**config.mk**
```make
export PLATFORM = sky130hd
export DESIGN_NAME = fed_mix
export DESIGN_NICKNAME = d
export VERILOG_FILES = /design/src/hdl/fed_pkg.sv /design/src/hdl/fed_mix.sv
export SDC_FILE = /design/constraint.sdc
export NUM_CORES = 2
export LEC_CHECK = 0
export ABC_AREA = 1
export BUFFER_PORTS_ARGS = -buffer_cell sky130_fd_sc_hd__buf_2
export CAP_MARGIN = 20
export CORE_MARGIN = 2
export CORE_UTILIZATION = 60
export CTS_CLUSTER_SIZE = 40
export DETAILED_ROUTE_END_ITERATION = 8
export HOLD_SLACK_MARGIN = 0.08
export PLACE_DENSITY_LB_ADDON = 0.25
export SLEW_MARGIN = 20
export SYNTH_ARGS = -nofsm -noshare
export SYNTH_HDL_FRONTEND = slang
export SYNTH_SLANG_ARGS = --single-unit
```
**constraint.sdc**
```tcl
create_clock -name i_clk -period 10.2 [get_ports i_clk]
set_input_delay 1.53 -clock i_clk [delete_from_list [all_inputs] [get_ports i_clk]]
set_output_delay 1.53 -clock i_clk [all_outputs]
set_load 0.01 [all_outputs]
```
**src/hdl/fed_pkg.sv**
```systemverilog
`default_nettype none
// Shared types, constants and fixed-point helpers for the feedback echo delay.
package fed_pkg;

    localparam int unsigned SMP_W   = 24;
    localparam int unsigned PCT_W   = 7;
    localparam int unsigned PCT_N   = 128;
    localparam int unsigned RST_PCT = 50;
    localparam int unsigned MIX_MAX = 100;   // wet share saturates here
    localparam int unsigned FB_CAP  = 95;    // feedback saturates here
    localparam int unsigned PCT_DEN = 100;
    localparam int unsigned Q16_ONE = 65536;
    localparam int unsigned MS_DEN  = 1000;
    localparam int unsigned MIX_W   = 17;    // 0 .. 1.0 in Q1.16
    localparam int unsigned FB_W    = 16;    // 0 .. 0.95 in Q0.16
    localparam int unsigned PROD_W  = 41;
    localparam int unsigned ACC_W   = 42;
    localparam int unsigned APB_AW  = 4;
    localparam int unsigned APB_DW  = 32;

    localparam logic [1:0] REG_TIME   = 2'd0;
    localparam logic [1:0] REG_MIX    = 2'd1;
    localparam logic [1:0] REG_REPEAT = 2'd2;

    typedef logic signed [SMP_W-1:0]  t_smp;
    typedef logic signed [PROD_W-1:0] t_prod;
    typedef logic signed [ACC_W-1:0]  t_acc;

    typedef struct packed {
        logic [MIX_W-1:0] mix;
        logic [MIX_W-1:0] dry;
        logic [FB_W-1:0]  fb;
    } t_coef;

    typedef struct packed {
        logic accept;   // input item taken this edge
        logic move1;    // stage 1 item moves on, delay line written
        logic move2;    // stage 2 item moves into the output register
    } t_pipe_ctl;

    localparam t_acc ACC_MAX = t_acc'(8388607);
    localparam t_acc ACC_MIN = ~ACC_MAX;

    // floor((v + 2^15) / 2^16)
    function automatic t_acc rnd_q16(input t_acc v);
        t_acc t;
        t = v + t_acc'(32768);
        return t >>> 16;
    endfunction

    function automatic t_smp sat_smp(input t_acc v);
        t_smp r;
        if (v > ACC_MAX) begin
            r = t_smp'(ACC_MAX);
        end else if (v < ACC_MIN) begin
            r = t_smp'(ACC_MIN);
        end else begin
            r = t_smp'(v);
        end
        return r;
    endfunction

endpackage
`default_nettype wire

```
**src/hdl/fed_mix.sv**
```systemverilog
`default_nettype none
// Feedback and output mixing datapath: products, rounding, saturation.
module fed_mix (
    input  wire logic               i_clk,
    input  wire fed_pkg::t_pipe_ctl i_ctl,
    input  wire fed_pkg::t_smp      i_sample,
    input  wire fed_pkg::t_smp      i_delayed,
    input  wire fed_pkg::t_coef     i_coef,
    output fed_pkg::t_smp           o_store,
    output fed_pkg::t_smp           o_sample
);
    import fed_pkg::*;

    t_smp  r_smp1;
    t_prod r_pd, r_pw;
    t_smp  r_out;
    t_prod w_pfb, w_pd, w_pw;

    assign w_pfb = i_delayed * $signed({1'b0, i_coef.fb});
    assign w_pd  = r_smp1 * $signed({1'b0, i_coef.dry});
    assign w_pw  = i_delayed * $signed({1'b0, i_coef.mix});

    // written back into the delay line as stage 1 leaves
    assign o_store = sat_smp(t_acc'(r_smp1) + rnd_q16(t_acc'(w_pfb)));

    always_ff @(posedge i_clk) begin
        if (i_ctl.accept) begin
            r_smp1 <= i_sample;
        end
        if (i_ctl.move1) begin
            r_pd <= w_pd;
            r_pw <= w_pw;
        end
        if (i_ctl.move2) begin
            r_out <= sat_smp(rnd_q16(t_acc'(r_pd) + t_acc'(r_pw)));
        end
    end

    assign o_sample = r_out;

endmodule
`default_nettype wire

```
==> results_tabular.tex <==
\begin{tabular}{lr}
\hline
Metric & Value \\
\hline
\multicolumn{2}{l}{\textbf{Floorplanning}} \\
\quad Die Area & 0.0944 mm\^{}2 \\
\quad Die height & 307 um \\
\quad Placeable Area & 0.0914 mm\^{}2 \\
\quad Starting density of the core & 60.4\% \\
\quad Row cnt & 111 \\
\quad Number of placed I/O pins & 150 \\
\quad Overall die width & 307 um \\
\multicolumn{2}{l}{\textbf{Placement}} \\
\quad GPL Wtd Cong & 0.994 \\
\quad Number of cells in the design after placement & 8,418 \\
\quad HPWL reported at the end of detailed placement & 126 mm \\
\quad DP Worst Slack & -0.179 ns \\
\quad Area after DPL & 0.0577 mm\^{}2 \\
\quad PortBufs & 149 \\
\multicolumn{2}{l}{\textbf{Global route}} \\
\quad Number of antenna violations at the first check in global routing & 1 \\
\quad Largest net degree at the start of global routing & 79 \\
\quad Via count of the first global-routing pass & 47,370 \\
\quad First-pass GRT wire length & 243 mm \\
\quad Global-route total usage across every layer & 32.8\% \\
\quad Global route total overflow & 0 \\
\multicolumn{2}{l}{\textbf{Clocking}} \\
\quad Clock buffers created by TritonCTS & 17 \\
\quad Buffers from clock root to sink, at most & 2 \\
\quad Clock-pin slew of the registers on the worst-case setup and hold paths & 0.06 ns \\
\quad Number of H-tree levels & 4 \\
\quad Clock latency on the worst-skew pair & 0.47 ns \\
\quad Count of clock tree sinks & 130 \\
\quad Root Buffer Master & clkbuf\_16 \\
\quad Clock tree from TritonCTS & yes \\
\quad Hold Buf Count CTS & 0 \\
\multicolumn{2}{l}{\textbf{Routing}} \\
\quad Vias after detailed routing & 44,772 \\
\quad Total Wirelength & 152 mm \\
\quad Number of DRC violations after detailed-routing iteration 0 & 3,355 \\
\quad Routed wirelength normalized by instance count & 18.0 um \\
\quad Iteration count of the initial detailed-routing pass & 8 \\
\quad DR vias/cell & 5.28 \\
\quad Post-route antenna net violation count & 0 \\
\quad Count of unresolved DRC violations after routing & 0 \\
\multicolumn{2}{l}{\textbf{Logic synthesis}} \\
\quad Mapped Nets & 8,868 \\
\quad Warnings from Yosys & 0 \\
\quad Synth Instances & 7,167 \\
\quad Number of synthesized register bits & 130 \\
\quad Share of synthesized area occupied by flip-flops and latches & 7.07\% \\
\quad Proportion of synthesized flip-flops having asynchronous set or reset & 0\% \\
\quad Count of flip-flops with a built-in enable after synthesis & 130 \\
\quad Top flip-flop cell by instance count after synthesis & edfxtp\_1 \\
\quad Mean post-synth cell area & 7.70 um\^{}2 \\
\quad Post-synth design cell area & 0.0552 mm\^{}2 \\
\quad Count of unique library cells instantiated by Yosys & 47 \\
\multicolumn{2}{l}{\textbf{STA}} \\
\quad Number of max-slew violations in the final report & 0 \\
\quad Fmax achieved & 99.8 MHz \\
\quad Min Clock Period, post-route & 10.02 ns \\
\quad Setup violators final & 0 \\
\quad Worst-case clock skew & 0.0182 ns \\
\quad Setup\_tns & 0 ns \\
\quad Number of hold-slack violations in the final timing report & 0 \\
\quad Worst Tran Pin Value & 1.16 ns \\
\quad Remaining max-slew budget at the tightest pin & 22.7\% \\
\quad Final period utilization & 98.2\% \\
\quad Worst Slack Setup Final & 0.181 ns \\
\multicolumn{2}{l}{\textbf{Critical path}} \\
\quad Kind of end point of the critical path & primary output \\
\quad Largest fanout on the critical path & 6 \\
\quad Required time reported for the critical path endpoint & 8.67 ns \\
\quad CP max stage cell & fa\_1 \\
\quad Launching element type of the critical path & input port \\
\quad Maximum cell stage delay along the critical path & 0.54 ns \\
\quad Worst EP arrival & 8.49 ns \\
\quad Crit Path Category & input port to primary output \\
\multicolumn{2}{l}{\textbf{Finish}} \\
\quad Area taken by flip-flops and latches & 0.00390 mm\^{}2 \\
\quad Fin area & 0.0601 mm\^{}2 \\
\quad Total of fill cells in the finished design & 7,944 \\
\quad Number of nets in the finished design & 8,980 \\
\quad Final Instance Count excl. Fillers & 8,479 \\
\quad Area growth from synthesis to layout & 8.94\% \\
\quad Area taken by multi-input logic gates & 0.0432 mm\^{}2 \\
\quad Fraction of layout cells with a size suffix above 1 & 9.12\% \\
\multicolumn{2}{l}{\textbf{Outcome}} \\
\quad Result of the run & completed \\
\multicolumn{2}{l}{\textbf{Flow run}} \\
\quad Max-cap check violation count & 0 \\
\multicolumn{2}{l}{\textbf{Hold path}} \\
\quad Class of the tightest hold or removal check & flop to flop \\
\hline
\end{tabular}
registers in the layout, summed over array words and instances, names as in the netlist:
signal	flops
o_sample	24
r_pw	41
r_smp1	24
r_pd	41
path summary, 6_finish.rpt:
path,startpoint,to,slack [ns],depth (start not counted)
setup / recovery,i_coef[9],o_store[10],0.18,38
hold / removal,r_pw[40]$_DFFE_PP_,o_sample[23]$_SDFFCE_PN0P_,1.00,4
setup reg to reg,r_smp1[17]$_DFFE_PP_,r_pd[40]$_DFFE_PP_,3.27,20
hold reg to reg,r_pw[40]$_DFFE_PP_,o_sample[23]$_SDFFCE_PN0P_,1.00,4
worst max-delay path: cells and delay by family:
| kind | cells | cell delay (ns) |
|---|---|---|
| AOI/OAI and AO/OA | 4 | 0.73 |
| adders and majority gates | 8 | 3.63 |
| buffers and inverters | 9 | 0.72 |
| and+or+nand+nor | 16 | 1.59 |
| xor gates and xnor gates | 1 | 0.27 |
what timing repair did:
action | CTS | global route
setup buffers | 0 | 17
pin swaps | 3 | 117
setup endpoints to repair | 23 | 24
cloned | 2 | 10
resized for setup | 36 | 336
cell families after synthesis:
family                   after synthesis  share of synthesized area (%)
buffers and inverters               2467                           16.9
AND/OR/NAND/NOR                     2419                           17.4
adder cells (fa/ha/maj)             1599                           52.2
AO/OA/AOI/OAI                        410                           4.15
XOR/XNOR                             142                           2.25
flip-flops                           130                           7.07
synthesized netlist by cell type (6+ instances only):
cell type,number,area [um^2]
a21o_1,24,180
nor2_1,293,1100
o21bai_1,24,180
nor2_2,10,62.6
a31oi_1,20,125
o21ai_0,105,526
inv_2,10,37.5
xnor2_1,50,438
nor4_1,6,37.5
nand3_1,109,546
o21a_1,8,60.1
fa_1,1173,23500
inv_1,2206,8280
a21oi_1,197,986
a21boi_0,7,52.6
nor3_1,25,125
xor2_1,92,806
nand4_1,29,181
nand2_2,36,225
o21ai_1,8,40.0
edfxtp_1,130,3900
ha_1,426,5330
nand2_1,1880,7060
clkbuf_1,239,897
nand3b_1,10,75.1
layout by cell type, fill, tap and decap left out, types with 9 or more instances in the layout:
cell type | netlist | routed
ha_1 | 426 | 391
nand2_4 | 4 | 11
nand2_1 | 1880 | 1834
o21ai_0 | 105 | 86
nor3_1 | 25 | 21
inv_2 | 10 | 24
fa_2 | 0 | 9
edfxtp_1 | 130 | 130
nand4_1 | 29 | 29
fa_1 | 1173 | 1164
buf_8 | 0 | 9
nor2_2 | 10 | 40
buf_6 | 4 | 21
a21o_1 | 24 | 24
nor2_4 | 4 | 13
nor2_1 | 293 | 254
a21oi_2 | 3 | 26
nand3_1 | 109 | 102
ha_4 | 0 | 32
buf_4 | 2 | 177
a31oi_1 | 20 | 16
o21bai_1 | 24 | 22
nand3b_1 | 10 | 10
buf_2 | 0 | 117
a21oi_1 | 197 | 170
xor2_1 | 92 | 81
xnor2_1 | 50 | 48
clkbuf_16 | 0 | 25
nand2_2 | 36 | 75
inv_1 | 2206 | 2189
o21ai_1 | 8 | 21
area by class of cell:
class / count / share of cell area, %
timing repair buffer: 340 / 4.34
inverter: 2217 / 13.9
clock buffer: 17 / 0.707
sequential: 130 / 6.49
antenna: 1 / 0.00416
tap: 1186 / 2.47
multi-input combinational: 4573 / 71.8
clock inverter: 15 / 0.283
routing by layer:
metal	wire, um	up-vias	global-route usage [%]
met5	10	-	0
met4	4800	2	9.73
met3	11900	317	5.88
met2	75000	1711	56.1
met1	60500	22129	42.6
li1	-	20613	-
through the flow:
step           util [%]  hold WS, ns
5_1_grt            65.8         1.04
6_report           65.8         1.00
3_3_place_gp       63.2        0.996
4_1_cts            64.0         1.01
3_5_place_dp       63.2        0.998
2_1_floorplan         -        0.806
Power is not shown: default switching activity piles up to over one toggle a cycle in this logic, so the estimate is an artifact.
