==> config.mk <==
export PLATFORM = sky130hd
export DESIGN_NAME = fed_cfg
export DESIGN_NICKNAME = d
export VERILOG_FILES = /design/src/hdl/fed_pkg.sv /design/src/hdl/fed_cfg.sv
export SDC_FILE = /design/constraint.sdc
export NUM_CORES = 1
export LEC_CHECK = 0
export BUFFER_PORTS_ARGS = -buffer_cell sky130_fd_sc_hd__buf_2
export CAP_MARGIN = 20
export CORE_ASPECT_RATIO = 2
export CORE_UTILIZATION = 57
export DETAILED_ROUTE_END_ITERATION = 10
export PLACE_DENSITY = 0.82
export SLEW_MARGIN = 20
export SYNTH_ARGS = -nofsm -noshare
export SYNTH_HDL_FRONTEND = slang
export SYNTH_SLANG_ARGS = --single-unit
==> constraint.sdc <==
create_clock -name i_clk -period 4.45 [get_ports i_clk]
set_input_delay 0.89 -clock i_clk [delete_from_list [all_inputs] [get_ports i_clk]]
set_output_delay 0.89 -clock i_clk [all_outputs]
set_load 0.03 [all_outputs]
==> src/hdl/fed_pkg.sv <==
`default_nettype none
// Shared types, constants and fixed-point helpers for the feedback echo delay.
package fed_pkg;

    localparam int unsigned SMP_W   = 24;
    localparam int unsigned PCT_W   = 7;
    localparam int unsigned PCT_N   = 128;
    localparam int unsigned RST_PCT = 50;
    localparam int unsigned MIX_MAX = 100;   // wet share saturates here
    localparam int unsigned FB_CAP  = 95;    // feedback saturates here
    localparam int unsigned PCT_DEN = 100;
    localparam int unsigned Q16_ONE = 65536;
    localparam int unsigned MS_DEN  = 1000;
    localparam int unsigned MIX_W   = 17;    // 0 .. 1.0 in Q1.16
    localparam int unsigned FB_W    = 16;    // 0 .. 0.95 in Q0.16
    localparam int unsigned PROD_W  = 41;
    localparam int unsigned ACC_W   = 42;
    localparam int unsigned APB_AW  = 4;
    localparam int unsigned APB_DW  = 32;

    localparam logic [1:0] REG_TIME   = 2'd0;
    localparam logic [1:0] REG_MIX    = 2'd1;
    localparam logic [1:0] REG_REPEAT = 2'd2;

    typedef logic signed [SMP_W-1:0]  t_smp;
    typedef logic signed [PROD_W-1:0] t_prod;
    typedef logic signed [ACC_W-1:0]  t_acc;

    typedef struct packed {
        logic [MIX_W-1:0] mix;
        logic [MIX_W-1:0] dry;
        logic [FB_W-1:0]  fb;
    } t_coef;

    typedef struct packed {
        logic accept;   // input item taken this edge
        logic move1;    // stage 1 item moves on, delay line written
        logic move2;    // stage 2 item moves into the output register
    } t_pipe_ctl;

    localparam t_acc ACC_MAX = t_acc'(8388607);
    localparam t_acc ACC_MIN = ~ACC_MAX;

    // floor((v + 2^15) / 2^16)
    function automatic t_acc rnd_q16(input t_acc v);
        t_acc t;
        t = v + t_acc'(32768);
        return t >>> 16;
    endfunction

    function automatic t_smp sat_smp(input t_acc v);
        t_smp r;
        if (v > ACC_MAX) begin
            r = t_smp'(ACC_MAX);
        end else if (v < ACC_MIN) begin
            r = t_smp'(ACC_MIN);
        end else begin
            r = t_smp'(v);
        end
        return r;
    endfunction

endpackage
`default_nettype wire

==> src/hdl/fed_cfg.sv <==
`default_nettype none
// APB register file with coefficient and delay lookup tables.
module fed_cfg #(
    parameter int unsigned DEPTH        = 24000,
    parameter int unsigned SAMPLE_RATE  = 48000,
    parameter int unsigned MAX_DELAY_MS = 500,
    parameter int unsigned IDX_W        = 15
) (
    input  wire logic                       i_clk,
    input  wire logic                       i_rst_n,
    input  wire logic                       psel,
    input  wire logic                       penable,
    input  wire logic                       pwrite,
    input  wire logic [fed_pkg::APB_AW-1:0] paddr,
    input  wire logic [fed_pkg::APB_DW-1:0] pwdata,
    output logic      [fed_pkg::APB_DW-1:0] prdata,
    output logic                            pready,
    output fed_pkg::t_coef                  o_coef,
    output logic      [IDX_W-1:0]           o_delay
);
    import fed_pkg::*;

    logic [MIX_W-1:0] w_mix_tab [PCT_N];
    logic [MIX_W-1:0] w_dry_tab [PCT_N];
    logic [FB_W-1:0]  w_fb_tab  [PCT_N];
    logic [IDX_W-1:0] w_dly_tab [PCT_N];

    // constant tables, one entry per possible percent code
    for (genvar g = 0; g < PCT_N; g++) begin : g_tab
        localparam int unsigned PM   = (g > MIX_MAX) ? MIX_MAX : g;
        localparam int unsigned PR   = (g > FB_CAP) ? FB_CAP : g;
        localparam int unsigned MIXV = (PM * Q16_ONE + PCT_DEN / 2) / PCT_DEN;
        localparam int unsigned FBV  = (PR * Q16_ONE + PCT_DEN / 2) / PCT_DEN;
        localparam int unsigned MS   = (g * MAX_DELAY_MS) / PCT_DEN;
        localparam int unsigned DRAW = (MS * SAMPLE_RATE) / MS_DEN;
        localparam int unsigned DCL  = (DRAW >= DEPTH) ? DEPTH - 1 :
                                       ((DRAW == 0) ? 1 : DRAW);
        assign w_mix_tab[g] = MIX_W'(MIXV);
        assign w_dry_tab[g] = MIX_W'(Q16_ONE - MIXV);
        assign w_fb_tab[g]  = FB_W'(FBV);
        assign w_dly_tab[g] = IDX_W'(DCL);
    end

    logic [PCT_W-1:0] r_time, r_mix, r_rep;
    logic [PCT_W-1:0] n_time, n_mix, n_rep;
    t_coef            r_coef, n_coef;
    logic [IDX_W-1:0] r_delay, n_delay;
    logic             w_wen;
    logic [PCT_W-1:0] w_val;

    assign pready = 1'b1;
    assign w_wen  = psel && penable && pwrite;
    assign w_val  = pwdata[PCT_W-1:0];

    always_comb begin
        n_time  = r_time;
        n_mix   = r_mix;
        n_rep   = r_rep;
        n_coef  = r_coef;
        n_delay = r_delay;
        if (w_wen) begin
            case (paddr[3:2])
                REG_TIME: begin
                    n_time  = w_val;
                    n_delay = w_dly_tab[w_val];
                end
                REG_MIX: begin
                    n_mix      = w_val;
                    n_coef.mix = w_mix_tab[w_val];
                    n_coef.dry = w_dry_tab[w_val];
                end
                REG_REPEAT: begin
                    n_rep     = w_val;
                    n_coef.fb = w_fb_tab[w_val];
                end
                default: begin
                end
            endcase
        end
    end

    always_ff @(posedge i_clk) begin
        if (!i_rst_n) begin
            r_time     <= PCT_W'(RST_PCT);
            r_mix      <= PCT_W'(RST_PCT);
            r_rep      <= PCT_W'(RST_PCT);
            r_coef.mix <= w_mix_tab[PCT_W'(RST_PCT)];
            r_coef.dry <= w_dry_tab[PCT_W'(RST_PCT)];
            r_coef.fb  <= w_fb_tab[PCT_W'(RST_PCT)];
            r_delay    <= w_dly_tab[PCT_W'(RST_PCT)];
        end else begin
            r_time  <= n_time;
            r_mix   <= n_mix;
            r_rep   <= n_rep;
            r_coef  <= n_coef;
            r_delay <= n_delay;
        end
    end

    always_comb begin
        case (paddr[3:2])
            REG_TIME:   prdata = APB_DW'(r_time);
            REG_MIX:    prdata = APB_DW'(r_mix);
            REG_REPEAT: prdata = APB_DW'(r_rep);
            default:    prdata = '0;
        endcase
    end

    assign o_coef  = r_coef;
    assign o_delay = r_delay;

endmodule
`default_nettype wire

==> metrics.txt <==
# TYPE chip_impl_metric gauge
chip_impl_metric{name="grt_start_max_net_pins",unit=""} 72
chip_impl_metric{name="maxSlewViolCount",unit=""} 0
chip_impl_metric{name="sequential_cell_area",unit="sq um"} 1660
chip_impl_metric{name="critical_path_buf_inv_count",unit=""} 3
chip_impl_metric{name="avgRoutedWirePerCell",unit="um"} 22.9
chip_impl_metric{name="synth_seq_cells",unit=""} 83
chip_impl_metric{name="peakVddDrop",unit="mV"} 0.398
chip_impl_metric{name="async_set_reset_flop_share_out_of_synthesis",unit=""} 0
chip_impl_metric{name="synth_area_per_cell",unit="sq um"} 7.43
chip_impl_metric{name="pwr-share-seq",unit=""} 0.354
chip_impl_metric{name="insertedDiodeCount",unit=""} 0
chip_impl_info{name="synth_top_flop_cell",value="dfxtp_1"} 1
chip_impl_info{name="status",value="completed"} 1
chip_impl_metric{name="net-switching-power",unit="mW"} 0.731
chip_impl_metric{name="slew-limit-headroom",unit=""} 0.227
chip_impl_info{name="clock_root_cell",value="clkbuf_16"} 1
chip_impl_metric{name="cts-root-to-sink-buffers",unit=""} 2
chip_impl_metric{name="internal_power",unit="mW"} 1.43
chip_impl_metric{name="post_route_cells_drive_above_1_share",unit=""} 0.167
chip_impl_metric{name="cts_max_level",unit=""} 3
chip_impl_metric{name="pwr-share-comb",unit=""} 0.262
chip_impl_metric{name="multi_input_area",unit="sq um"} 4550
chip_impl_metric{name="drv.max_cap_violation_count",unit=""} 0
chip_impl_metric{name="worstSkewPairLatency",unit="ns"} 0.35
chip_impl_metric{name="num-nets-final",unit=""} 1014
chip_impl_info{name="most-common-layout-cells",value="99 x o21ai_0, 94 x nand2_1, 84 x buf_2"} 1
chip_impl_metric{name="critPathRequiredTime",unit="ns"} 4.73
chip_impl_metric{name="vias_in_the_first_global_route",unit=""} 6773
chip_impl_metric{name="globalplace.congestion",unit=""} 1.03
chip_impl_info{name="cp-start-kind",value="input pin"} 1
chip_impl_metric{name="routed_wirelength",unit="um"} 25100
chip_impl_metric{name="final.fill_count",unit=""} 1055
chip_impl_metric{name="synth_seq_area_share",unit=""} 0.242
chip_impl_metric{name="design.portCount",unit=""} 139
chip_impl_metric{name="worstMarginPinSlew",unit="ns"} 1.15
chip_impl_metric{name="syn_area",unit="sq um"} 6870
chip_impl_metric{name="p_leak",unit="nW"} 3.08
chip_impl_metric{name="worstPathMaxFanout",unit=""} 19
chip_impl_metric{name="clock_sink_count",unit=""} 83
chip_impl_metric{name="finish.utilization",unit=""} 0.637
chip_impl_info{name="timing_worst_setup_path_type",value="input pin to flop"} 1
chip_impl_metric{name="areaGrowthSynthToFinish",unit="%"} 8.47
chip_impl_info{name="tritoncts",value="yes"} 1
chip_impl_metric{name="crit_arrival",unit="ns"} 3.89
chip_impl_metric{name="antenna_found_initial",unit=""} 0
chip_impl_info{name="endpoint_kind",value="flop"} 1
chip_impl_info{name="unrepaired_setup_endpoints_after_global_routing",value="false"} 1
chip_impl_metric{name="grt_pass1_wl",unit="um"} 37700
chip_impl_metric{name="post_synth_inst_count",unit=""} 924
chip_impl_metric{name="die_width",unit="um"} 79.6
chip_impl_metric{name="initial_core_util",unit=""} 0.587
chip_impl_metric{name="post_cts_resized",unit=""} 0
chip_impl_metric{name="place.port_buffers",unit=""} 85
chip_impl_metric{name="detailedPlacementHpwl",unit="um"} 17100
chip_impl_metric{name="finalSetupViolCount",unit=""} 0
chip_impl_metric{name="post_drt_via_cell_ratio",unit=""} 6.85
chip_impl_metric{name="grt_remaining_overflow",unit=""} 0
chip_impl_metric{name="max_stage_delay",unit="ns"} 0.83
chip_impl_metric{name="synthDistinctLibCells",unit=""} 73
chip_impl_info{name="hold_path_class",value="flop to flop"} 1
chip_impl_metric{name="num_rows",unit=""} 56
chip_impl_metric{name="final.setup_skew",unit="ns"} 0
chip_impl_metric{name="clkPwrFrac",unit=""} 0.383
chip_impl_metric{name="fp.dieH",unit="um"} 157
chip_impl_metric{name="groute.usage.overall",unit=""} 0.401
chip_impl_metric{name="fin_hold_ws",unit="ns"} 0.462
chip_impl_metric{name="final_critical_path_time_including_i_o_delays_and_setup",unit="ns"} 3.61
chip_impl_metric{name="post_cts.repair.setup_buffers",unit=""} 0
chip_impl_metric{name="die_area",unit="sq um"} 12500
chip_impl_metric{name="drc",unit=""} 0
chip_impl_metric{name="yosysWarnings",unit=""} 0
chip_impl_metric{name="cts.clk_slew.worst_paths",unit="ns"} 0.06
chip_impl_metric{name="first_iter_violations",unit=""} 1039
chip_impl_metric{name="postCtsHoldBufs",unit=""} 0
chip_impl_metric{name="routed-via-count",unit=""} 7508
chip_impl_info{name="critical-path-top-delay-family",value="compound AO/OA/AOI/OAI gates"} 1
chip_impl_metric{name="core-area",unit="sq um"} 11700
chip_impl_metric{name="fraction_of_power_spent_switching_nets",unit=""} 0.338
chip_impl_metric{name="number_of_buffers_inserted_during_clock_tree_synthesis",unit=""} 9
chip_impl_info{name="cp_cell_sequence",value="buf_2 -> inv_1 -> buf_4 -> ha_1 -> nor2b_1 -> mux2i_1 -> a221oi_1 -> nor3_1 -> a21oi_1"} 1
chip_impl_metric{name="fin_setup_tns",unit="ns"} 0
chip_impl_metric{name="power-per-cell-area",unit="nW/um^2"} 290
chip_impl_info{name="layout.cells.most_common",value="o21ai_0"} 1
chip_impl_metric{name="synth-edff-count",unit=""} 0
chip_impl_metric{name="clock.fmax",unit="GHz"} 0.277
chip_impl_metric{name="post-route-period-util",unit=""} 0.811
chip_impl_metric{name="final_hold_viol_count",unit=""} 0
chip_impl_metric{name="dr.pass1.iters",unit=""} 6
chip_impl_info{name="timing.critical_path.slowest_stage_cell",value="a221oi_1"} 1
chip_impl_metric{name="drtAntennaViolNets",unit=""} 0
[path summary, 6_finish.rpt]
check / endpoint / cells after the start / slack [ns] / start
max reg2reg: o_coef[16] / 3 / 3.49 / o_coef[16]
min: o_coef[49] / 2 / 0.46 / o_coef[49]
min reg2reg: o_coef[49] / 2 / 0.46 / o_coef[49]
max: o_coef[19] / 9 / 0.84 / pwdata[0]
[worst reg2reg max path, cell delays in order (launching register included)]
cell and delay [ns]:
dfxtp_1 0.34, o21ai_0 0.26, o21bai_1 0.16, o31ai_1 0.08
[power groups by stage]
stage	clock [mW]	sequential [mW]	combinational, mW
floorplan	0	0.802	0.399
global placement	0	0.781	0.538
CTS	0.825	0.765	0.543
detailed placement	0	0.781	0.541
finish	0.828	0.765	0.567
global route	0.859	0.766	0.599
[cells by family after synthesis]
logic type / Yosys count / synth area share
compound gates: 363 / 0.342
simple gates: 257 / 0.181
buf+inv: 147 / 0.110
flops: 83 / 0.242
mux: 37 / 0.0643
fa+ha+maj: 28 / 0.0506
xor+xnor: 7 / 0.00893
other cells: 2 / 0.00109
[per-stage QoR]
stage | instance area, sq um | setup slack [ns] | power (mW) | instances
after global placement | 7120 | 0.941 | 1.32 | 1080
after global routing | 7450 | 0.703 | 2.22 | 1096
after detailed placement | 7120 | 0.896 | 1.32 | 1080
after floorplan | 6960 | 1.18 | 1.20 | 948
final | 7450 | 0.841 | 2.16 | 1096
after CTS | 7450 | 1.25 | 2.13 | 1096
[synthesized netlist by cell type, drive strengths merged, types with 7 or more instances]
master / count / area (sq um)
o31ai: 9 / 67.6
ha: 27 / 338
nor3: 21 / 105
nor3b: 7 / 52.6
a31oi: 28 / 175
nor2: 45 / 169
mux2i: 25 / 250
buf: 78 / 497
nand3: 17 / 85.1
o311ai: 7 / 61.3
and2: 7 / 43.8
clkbuf: 52 / 195
mux2: 7 / 78.8
o221ai: 9 / 78.8
o21ai: 104 / 521
a21boi: 18 / 135
dfxtp: 83 / 1660
nand2: 94 / 353
nand2b: 18 / 113
a221oi: 12 / 105
a21oi: 72 / 360
or2: 7 / 43.8
o211ai: 22 / 165
inv: 16 / 60.1
a211oi: 19 / 143
nor2b: 26 / 163
[registers in the layout, summed over array words and instances (netlist names)]
name     flops
r_mix        7
r_time       7
o_delay     13
r_rep        7
o_coef      49
[layout make-up]
class                           count  area share
Clock inverter                      7      0.0133
Tap cell                          145      0.0244
Sequential cell                    83       0.223
Multi-Input combinational cell    718       0.611
Clock buffer                        9      0.0302
Inverter                           17     0.00857
Timing Repair Buffer              117      0.0897
[layer usage]
layer,global-route usage,part of all wire,routed length [um]
met4,0.315,0.073,1830
met1,0.461,0.36,8920
met2,0.637,0.47,11800
met5,0,0,0
met3,0.0783,0.10,2500
(Power assumes the default switching activity.)
